<file path="src/kpc_pkg.sv">
// Shared types, constants and helpers for the keypad press classifier.
// Depends on nothing; the design files refer to it by scoped names, the test files import it.
package kpc_pkg;

  // Key matrix geometry
  localparam int ROW_COUNT = 4;
  localparam int COL_COUNT = 3;
  localparam int KEY_COUNT = ROW_COUNT * COL_COUNT;

  // Field widths of the stream words
  localparam int MASK_W = 12;
  localparam int TIME_W = 32;
  localparam int KIND_W = 2;
  localparam int KEY_W  = 4;
  localparam int CFG_W  = 16;
  localparam int EN_W   = 3;
  localparam int IDX_W  = 2;

  // Only key bits that exist in both the matrix and the mask are scanned
  localparam int SCAN_COUNT = (KEY_COUNT < MASK_W) ? KEY_COUNT : MASK_W;
  // Held-key code: 0 means no key, k+1 means key k
  localparam int CODE_W = $clog2(SCAN_COUNT + 1);

  // Packed word widths, padded to whole bytes
  localparam int IN_BITS  = MASK_W + TIME_W;
  localparam int IN_W     = ((IN_BITS + 7) / 8) * 8;
  localparam int OUT_BITS = KIND_W + KEY_W;
  localparam int OUT_W    = ((OUT_BITS + 7) / 8) * 8;

  // Register reset values
  localparam logic [CFG_W-1:0] LONG_PRESS_RST   = CFG_W'(1000);
  localparam logic [CFG_W-1:0] DEBOUNCE_RST     = CFG_W'(50);
  localparam logic [CFG_W-1:0] DOUBLE_CLICK_RST = CFG_W'(300);
  localparam logic [EN_W-1:0]  EVENT_ENABLE_RST = 3'b111;

  typedef enum logic [KIND_W-1:0] {
    EV_SINGLE = 2'd0,
    EV_DOUBLE = 2'd1,
    EV_LONG   = 2'd2
  } ev_kind_t;

  typedef enum logic [IDX_W-1:0] {
    REG_LONG_PRESS   = 2'd0,
    REG_DEBOUNCE     = 2'd1,
    REG_DOUBLE_CLICK = 2'd2,
    REG_EVENT_ENABLE = 2'd3
  } cfg_reg_t;

  typedef struct packed {
    logic [CFG_W-1:0] long_press_ms;
    logic [CFG_W-1:0] debounce_ms;
    logic [CFG_W-1:0] double_click_ms;
    logic [EN_W-1:0]  event_enable;
  } cfg_t;

  typedef struct packed {
    logic             valid;
    ev_kind_t         kind;
    logic [KEY_W-1:0] key;
  } event_t;

  // Tracker status seen by the top level
  typedef struct packed {
    logic key_held;
    logic long_seen;
    logic awaiting;
  } trk_status_t;

endpackage

</file>
<file path="src/kpc_encoder.sv">
// Priority encoder for the key mask: lowest pressed key wins.
// Depends on kpc_pkg for the scan count and code width.
module kpc_encoder (
  input  logic [kpc_pkg::MASK_W-1:0] mask,
  output logic [kpc_pkg::CODE_W-1:0] code
);

  // Walk from the top down so the lowest set bit is written last
  always_comb begin
    code = '0;
    for (int i = kpc_pkg::SCAN_COUNT - 1; i >= 0; i--) begin
      if (mask[i]) begin
        code = kpc_pkg::CODE_W'(i + 1);
      end
    end
  end

endmodule

</file>
<file path="src/kpc_tracker.sv">
// Press tracking state and event classification for one scan tick.
// Depends on kpc_pkg for types and widths.
module kpc_tracker (
  input  logic                         clk,
  input  logic                         rst,
  input  logic                         step,
  input  logic [kpc_pkg::CODE_W-1:0]   code,
  input  logic [kpc_pkg::TIME_W-1:0]   now_ms,
  input  kpc_pkg::cfg_t                cfg,
  output kpc_pkg::event_t              ev,
  output kpc_pkg::trk_status_t         status
);

  logic [kpc_pkg::CODE_W-1:0] held_key, held_key_next;
  logic [kpc_pkg::TIME_W-1:0] press_time, press_time_next;
  logic [kpc_pkg::TIME_W-1:0] release_time, release_time_next;
  logic                       long_seen, long_seen_next;
  logic                       awaiting_second, awaiting_second_next;
  logic [kpc_pkg::KEY_W-1:0]  released_key, released_key_next;

  logic [kpc_pkg::TIME_W-1:0] since_press;
  logic [kpc_pkg::TIME_W-1:0] since_release;
  logic [kpc_pkg::TIME_W-1:0] long_lim, deb_lim, dbl_lim;
  logic [kpc_pkg::KEY_W-1:0]  code_key, held_idx;
  logic                       raw_valid;
  kpc_pkg::ev_kind_t          raw_kind;
  logic [kpc_pkg::KEY_W-1:0]  raw_key;
  logic                       kind_en;

  // Wrapping time differences against zero-extended limits
  assign since_press   = now_ms - press_time;
  assign since_release = now_ms - release_time;
  assign long_lim      = kpc_pkg::TIME_W'(cfg.long_press_ms);
  assign deb_lim       = kpc_pkg::TIME_W'(cfg.debounce_ms);
  assign dbl_lim       = kpc_pkg::TIME_W'(cfg.double_click_ms);
  assign code_key      = kpc_pkg::KEY_W'(code - kpc_pkg::CODE_W'(1));
  assign held_idx      = kpc_pkg::KEY_W'(held_key - kpc_pkg::CODE_W'(1));

  // Next state and raw event
  always_comb begin
    held_key_next        = held_key;
    press_time_next      = press_time;
    release_time_next    = release_time;
    long_seen_next       = long_seen;
    awaiting_second_next = awaiting_second;
    released_key_next    = released_key;
    raw_valid            = 1'b0;
    raw_kind             = kpc_pkg::EV_SINGLE;
    raw_key              = released_key;
    if (code != '0) begin
      if (held_key != code) begin
        // new press, also when the key changes while held
        held_key_next   = code;
        press_time_next = now_ms;
        long_seen_next  = 1'b0;
      end else if (!long_seen && (since_press > long_lim)) begin
        long_seen_next       = 1'b1;
        awaiting_second_next = 1'b0;
        raw_valid            = 1'b1;
        raw_kind             = kpc_pkg::EV_LONG;
        raw_key              = code_key;
      end
    end else if (held_key != '0) begin
      // release; double test uses the previous release time
      release_time_next = now_ms;
      released_key_next = held_idx;
      held_key_next     = '0;
      raw_key           = held_idx;
      if (!long_seen && !awaiting_second) begin
        awaiting_second_next = 1'b1;
      end else if (awaiting_second) begin
        awaiting_second_next = 1'b0;
        if ((since_release > deb_lim) && (since_press < dbl_lim)) begin
          raw_valid = 1'b1;
          raw_kind  = kpc_pkg::EV_DOUBLE;
        end else if (!long_seen) begin
          raw_valid = 1'b1;
          raw_kind  = kpc_pkg::EV_SINGLE;
        end
      end
    end else if (awaiting_second && (since_release > dbl_lim)) begin
      // single-press timeout
      awaiting_second_next = 1'b0;
      if (!long_seen) begin
        raw_valid = 1'b1;
        raw_kind  = kpc_pkg::EV_SINGLE;
      end
    end
  end

  // Per-kind reporting enable
  always_comb begin
    unique case (raw_kind)
      kpc_pkg::EV_SINGLE: kind_en = cfg.event_enable[0];
      kpc_pkg::EV_DOUBLE: kind_en = cfg.event_enable[1];
      kpc_pkg::EV_LONG:   kind_en = cfg.event_enable[2];
      default:            kind_en = 1'b0;
    endcase
  end

  assign ev.valid = raw_valid && kind_en;
  assign ev.kind  = raw_kind;
  assign ev.key   = raw_key;

  assign status.key_held  = (held_key != '0);
  assign status.long_seen = long_seen;
  assign status.awaiting  = awaiting_second;

  // State registers, updated once per processed tick
  always_ff @(posedge clk) begin
    if (rst) begin
      held_key        <= '0;
      press_time      <= '0;
      release_time    <= '0;
      long_seen       <= 1'b0;
      awaiting_second <= 1'b0;
      released_key    <= '0;
    end else if (step) begin
      held_key        <= held_key_next;
      press_time      <= press_time_next;
      release_time    <= release_time_next;
      long_seen       <= long_seen_next;
      awaiting_second <= awaiting_second_next;
      released_key    <= released_key_next;
    end
  end

endmodule

</file>
<file path="src/keypad_press_classifier.sv">
// Keypad press classifier: single, double and long press events per scan tick.
// An accepted scan word passes the input register, then the result register, before its event word goes out.
// Throughput: one scan word per cycle, except while an event waits on a full, stalled result register.
// A stalled result register holds one event while one more scan word waits in the input register.
// Reset (rst, synchronous) clears the tracker state, empties both registers and loads register defaults.
module keypad_press_classifier (
  input  logic                          clk,
  input  logic                          rst,
  // scan words: [11:0] pressed_mask, [43:12] now_ms, upper bits zero
  input  logic                          s_tvalid,
  output logic                          s_tready,
  input  logic [kpc_pkg::IN_W-1:0]      s_tdata,
  // event words: [1:0] event_kind, [5:2] key_index, upper bits zero
  output logic                          m_tvalid,
  input  logic                          m_tready,
  output logic [kpc_pkg::OUT_W-1:0]     m_tdata,
  // register writes
  input  logic                          cfg_valid,
  output logic                          cfg_ready,
  input  logic [kpc_pkg::IDX_W-1:0]     cfg_index,
  input  logic [kpc_pkg::CFG_W-1:0]     cfg_data
);

  kpc_pkg::cfg_t                 cfg;
  logic                          in_valid;
  logic [kpc_pkg::MASK_W-1:0]    in_mask;
  logic [kpc_pkg::TIME_W-1:0]    in_now;
  logic [kpc_pkg::CODE_W-1:0]    code;
  kpc_pkg::event_t               ev;
  kpc_pkg::trk_status_t          status;
  logic                          out_free;
  logic                          fire;
  logic                          out_valid;
  kpc_pkg::ev_kind_t             out_kind;
  logic [kpc_pkg::KEY_W-1:0]     out_key;

  // Configuration registers, always writable
  assign cfg_ready = 1'b1;

  always_ff @(posedge clk) begin
    if (rst) begin
      cfg.long_press_ms   <= kpc_pkg::LONG_PRESS_RST;
      cfg.debounce_ms     <= kpc_pkg::DEBOUNCE_RST;
      cfg.double_click_ms <= kpc_pkg::DOUBLE_CLICK_RST;
      cfg.event_enable    <= kpc_pkg::EVENT_ENABLE_RST;
    end else if (cfg_valid) begin
      unique case (kpc_pkg::cfg_reg_t'(cfg_index))
        kpc_pkg::REG_LONG_PRESS:   cfg.long_press_ms   <= cfg_data;
        kpc_pkg::REG_DEBOUNCE:     cfg.debounce_ms     <= cfg_data;
        kpc_pkg::REG_DOUBLE_CLICK: cfg.double_click_ms <= cfg_data;
        kpc_pkg::REG_EVENT_ENABLE: cfg.event_enable    <= cfg_data[kpc_pkg::EN_W-1:0];
        default: ;
      endcase
    end
  end

  // A tick is processed unless it makes an event that cannot be stored
  assign out_free = !out_valid || m_tready;
  assign fire     = in_valid && (!ev.valid || out_free);
  assign s_tready = !in_valid || fire;

  // Input register
  always_ff @(posedge clk) begin
    if (rst) begin
      in_valid <= 1'b0;
    end else if (s_tready) begin
      in_valid <= s_tvalid;
    end
  end

  always_ff @(posedge clk) begin
    if (s_tready && s_tvalid) begin
      in_mask <= s_tdata[kpc_pkg::MASK_W-1:0];
      in_now  <= s_tdata[kpc_pkg::MASK_W +: kpc_pkg::TIME_W];
    end
  end

  kpc_encoder u_encoder (
    .mask (in_mask),
    .code (code)
  );

  kpc_tracker u_tracker (
    .clk    (clk),
    .rst    (rst),
    .step   (fire),
    .code   (code),
    .now_ms (in_now),
    .cfg    (cfg),
    .ev     (ev),
    .status (status)
  );

  // Result register
  always_ff @(posedge clk) begin
    if (rst) begin
      out_valid <= 1'b0;
    end else if (fire && ev.valid) begin
      out_valid <= 1'b1;
    end else if (m_tready) begin
      out_valid <= 1'b0;
    end
  end

  always_ff @(posedge clk) begin
    if (fire && ev.valid) begin
      out_kind <= ev.kind;
      out_key  <= ev.key;
    end
  end

  assign m_tvalid = out_valid;
  assign m_tdata  = kpc_pkg::OUT_W'({out_key, out_kind});

  // A waiting input word is held until processed
  a_in_hold: assert property (@(posedge clk) disable iff (rst)
    in_valid && !fire |=> in_valid && $stable(in_now) && $stable(in_mask))
    else $error("input register lost a pending scan word");

  // A long event leaves the key held with its long flag set
  a_long_state: assert property (@(posedge clk) disable iff (rst)
    fire && ev.valid && (ev.kind == kpc_pkg::EV_LONG) |=> status.long_seen && status.key_held)
    else $error("long event without matching tracker state");

  // Single and double events end the wait for a second click
  a_click_clears: assert property (@(posedge clk) disable iff (rst)
    fire && ev.valid && (ev.kind != kpc_pkg::EV_LONG) |=> !status.awaiting && !status.key_held)
    else $error("click event left tracker waiting or held");

  // Waiting for a second click never coexists with a reported long press
  a_wait_long: assert property (@(posedge clk) disable iff (rst)
    !(status.awaiting && status.long_seen))
    else $error("tracker waiting after a long press");

endmodule

</file>
<file path="config.mk">
export PLATFORM = sky130hd
export DESIGN_NAME = keypad_press_classifier
export DESIGN_NICKNAME = d
export VERILOG_FILES = /design/src/kpc_pkg.sv /design/src/kpc_encoder.sv /design/src/kpc_tracker.sv /design/src/keypad_press_classifier.sv
export SDC_FILE = /design/constraint.sdc
export NUM_CORES = 1
export LEC_CHECK = 0
export BUFFER_PORTS_ARGS = -buffer_cell sky130_fd_sc_hd__buf_4
export CAP_MARGIN = 20
export CORE_MARGIN = 2
export CORE_UTILIZATION = 50
export DETAILED_ROUTE_END_ITERATION = 12
export PLACE_DENSITY = 0.65
export SYNTH_ARGS = -nofsm -noshare
export SYNTH_HDL_FRONTEND = slang
export SYNTH_SLANG_ARGS = --single-unit
</file>
<file path="constraint.sdc">
create_clock -name clk -period 6.2 [get_ports clk]
set_clock_uncertainty 0.15 [all_clocks]
set_input_delay 0.31 -clock clk [delete_from_list [all_inputs] [get_ports clk]]
set_output_delay 0.31 -clock clk [all_outputs]
set_load 0.02 [all_outputs]
</file>
==> reports/qor.yml <==
outcome: "complete, no violations"
postCtsSetupRepairBufs: 0
hpwl_um: 26500
peakVddDrop_v: 0.000142
dp.cells: 1930
setup_viol: 0
grt_max_degree: 86
crit_path_end_kind: "output port"
synth_fa_ha_area_frac: 0.128
internal_power_mw: 2.15
rrSetupSlack_ns: 0.41
layout.nets: 1881
place_congestion: 0.956
muxShareOfSynthArea: 0.0326
p_clk_frac: 0.355
h-tree-depth: 4
firstDrtPassIters: 5
worstHoldEndpoint: "cfg[3]"
r2r_start: "in_now[0]"
syn_area_um2: 12700
grt.overflow.total: 0
crit_type: "flip-flop to output port"
grt_first_pass_wirelength_um: 55700
clkSinkCount: 177
crit_slowest_cell: "a2111oi_2"
ys.flop_type: "dfxtp_1"
power_density_nw_per_um2: 222
rr_worst_depth: 19
synth_edf_count: 50
synth_area_per_cell_um2: 8.05
maxSlewViolCount: 0
hold_violations: 0
min_path_type: "input port to flip-flop"
fmax_mhz: 169
crit_chain: "inv_1 -> ha_1 -> fa_1 -> nor2b_1 -> o2111ai_1 -> a2111oi_2 -> nor3_2 -> xnor2_1 -> ha_1 -> nand2_1 -> nor3_1 -> a21oi_1 -> a22oi_1 -> o2111ai_1 -> a21boi_2 -> o211ai_1 -> or2_1 -> buf_4"
vias: 11700
fin_crit_ns: 5.92
antenna_found_initial: 0
route.antenna.remaining_nets: 0
route.detailed.drc: 0
ys_warn_count: 0
ys_seq_elements: 177
rsz0062_at_grt: "no"
die_h_um: 164
grt_usage: 0.262
ioPinCount: 82
synth_compound_area_frac: 0.224
period_share: 0.955
sw_frac_of_total: 0.345
io_buffers: 74
drive_above_1_share: 0.0962
rows: 58
min_from: "cfg_index[0]"
cp-start-kind: "flip-flop"
drv_cap: 0
synth-xor-area-share: 0.0303
start_util: 0.507
p_leak_nw: 5.64
syn_to_final_growth_pct: 15.8
die_w_um: 164
path_depth: 18
drtIter0Drc: 912
numCtsBuffers: 17
root_buffer: "clkbuf_16"
combPwrFrac: 0.256
critical_path.top_delay_family: "compound AO/OA/AOI/OAI gates"
reg2reg_to: "in_now[25]"
cts_tree: "done"
synthCells: 1582
hold_depth: 4
seqPwrFrac: 0.389
cpPeakStageDelay_ns: 0.56
slew_headroom: 0.371
async_reset_ff_frac: 0
coreArea_um2: 25100
synth-seq-area-share: 0.318
antenna_cells: 0
synth_top_family_by_area: "compound AO/OA/AOI/OAI gates"
synth-simple-area-share: 0.202
switching_power_mw: 1.13
wire_per_inst_um: 17.2
tightest_slew_ns: 0.944
grt_pass1_vias: 11000
synth.distinct_cells: 93
wl_um: 34800
arrival_ns: 5.46
tns_ns: 0
path_buf_inv: 2
cp_max_fo: 4
cp.required_ns: 5.74
cts_buffer_depth: 2
fillers: 2324
clkLatencyLatePin_ns: 0.45
cts.clk_slew.worst_paths_ns: 0.09
dieArea_um2: 26800
final_core_util: 0.587
viasPerCell: 5.80
finalNonFillerCells: 2024
[cell usage after synthesis, types with 15 or more instances]
master,count,area share
xor2_1,17,0.012
a21oi_1,167,0.066
ha_1,127,0.12
nor4_1,17,0.0084
nand4_1,27,0.013
inv_1,134,0.040
a21o_1,31,0.018
nand3_1,18,0.0071
edfxtp_1,50,0.12
nand2_1,303,0.089
nor2_1,73,0.022
dfxtp_1,127,0.20
buf_2,16,0.0063
clkbuf_1,44,0.013
o21a_1,20,0.012
xnor2_1,27,0.019
o21ai_0,57,0.022
o211ai_1,30,0.018
nor2b_1,15,0.0074
nor3_1,25,0.0098
mux2i_1,37,0.029
[final cells by class]
class                   instances  area, um^2  area share
repair buffers                145        1270      0.0860
well taps                     330         413      0.0280
clock inverters                15         211      0.0143
multi-input cells            1206        7880       0.534
clock buffers                  17         425      0.0289
flip-flops and latches        177        4040       0.274
inverters                     134         503      0.0341
[layout by cell type, fill, tap and decap left out, types with 15 or more instances in the layout]
| cell type | Yosys | routed |
|---|---|---|
| nand2_1 | 303 | 303 |
| a21oi_1 | 167 | 166 |
| inv_1 | 134 | 133 |
| ha_1 | 127 | 127 |
| dfxtp_1 | 127 | 127 |
| buf_4 | 3 | 81 |
| nor2_1 | 73 | 73 |
| dlygate4sd3_1 | 0 | 62 |
| o21ai_0 | 57 | 57 |
| edfxtp_1 | 50 | 50 |
| mux2i_1 | 37 | 37 |
| a21o_1 | 31 | 31 |
| o211ai_1 | 30 | 30 |
| nand4_1 | 27 | 27 |
| xnor2_1 | 27 | 27 |
| nor3_1 | 25 | 25 |
| o21a_1 | 20 | 20 |
| nor4_1 | 17 | 17 |
| nand3_1 | 18 | 17 |
| xor2_1 | 17 | 17 |
| clkbuf_16 | 0 | 17 |
| nor2b_1 | 15 | 15 |
[worst min-delay path: stages]
cell,delay (ns)
buf_4,0.11
nor2_1,0.10
nand2_1,0.08
a21oi_1,0.05
[power by group through the flow]
| stage | sequential, mW | combinational (mW) | clock, mW |
|---|---|---|---|
| final | 1.27 | 0.838 | 1.16 |
| after global routing | 1.28 | 0.936 | 1.22 |
| after CTS | 1.27 | 0.826 | 1.18 |
| after detailed placement | 1.30 | 0.791 | 0 |
| after global placement | 1.30 | 0.779 | 0 |
| after floorplan | 1.29 | 0.583 | 0 |
[how the worst max path moves through the flow]
| stage | from | end | slack, ns |
|---|---|---|---|
| after global placement | in_now[0] | in_now[24] | 0.66 |
| after detailed placement | in_now[0] | in_now[25] | 0.53 |
| final | in_now[0] | s_tready | 0.28 |
| after global routing | in_now[2] | s_tready | 0.03 |
| after CTS | in_now[0] | s_tready | 0.26 |
| after floorplan | in_now[2] | in_mask[0] | 0.44 |
[cells by family after synthesis]
kind of cell	count (synthesis)
and+or+nand+nor	553
AOI/OAI and AO/OA	436
buffers and inverters	200
DFF	177
adders and majority gates	129
xor gates and xnor gates	44
muxes	41
other	2
[state kept, by name (all words and copies together) (netlist names)]
| register | count |
|---|---|
| u_tracker.press_time | 32 |
| m_tvalid | 1 |
| u_tracker.awaiting_second | 1 |
| u_tracker.release_time | 32 |
| u_tracker.held_key | 4 |
| in_now | 32 |
| cfg | 51 |
| u_tracker.released_key | 4 |
| u_tracker.long_seen | 1 |
| out_kind | 2 |
| in_valid | 1 |
| out_key | 4 |
| in_mask | 12 |
[metrics by stage]
stage | instance area (um^2) | setup WS (ns) | total power, mW | hold WS [ns]
floorplan | 12700 | 0.437 | 1.87 | 0.259
global placement | 13500 | 0.661 | 2.08 | 0.292
detailed placement | 13500 | 0.533 | 2.09 | 0.297
CTS | 14700 | 0.263 | 3.28 | 0.0882
global route | 14700 | 0.0317 | 3.43 | 0.112
finish | 14700 | 0.278 | 3.28 | 0.102
[repair_timing]
action | in CTS | in global routing
endpoints found under the setup margin | 0 | 1
gates resized for setup | 0 | 2
hold buffers | 62 | 0
hold endpoints to repair | 95 | 0
[per-layer routing]
metal	track usage	vias up	wire, um
met4	0.0502	0	373
met3	0.0371	31	1690
met1	0.372	5581	17000
met5	0	-	0
met2	0.428	301	15700
li1	-	5825	-
Power figures use the tool's default switching activity.
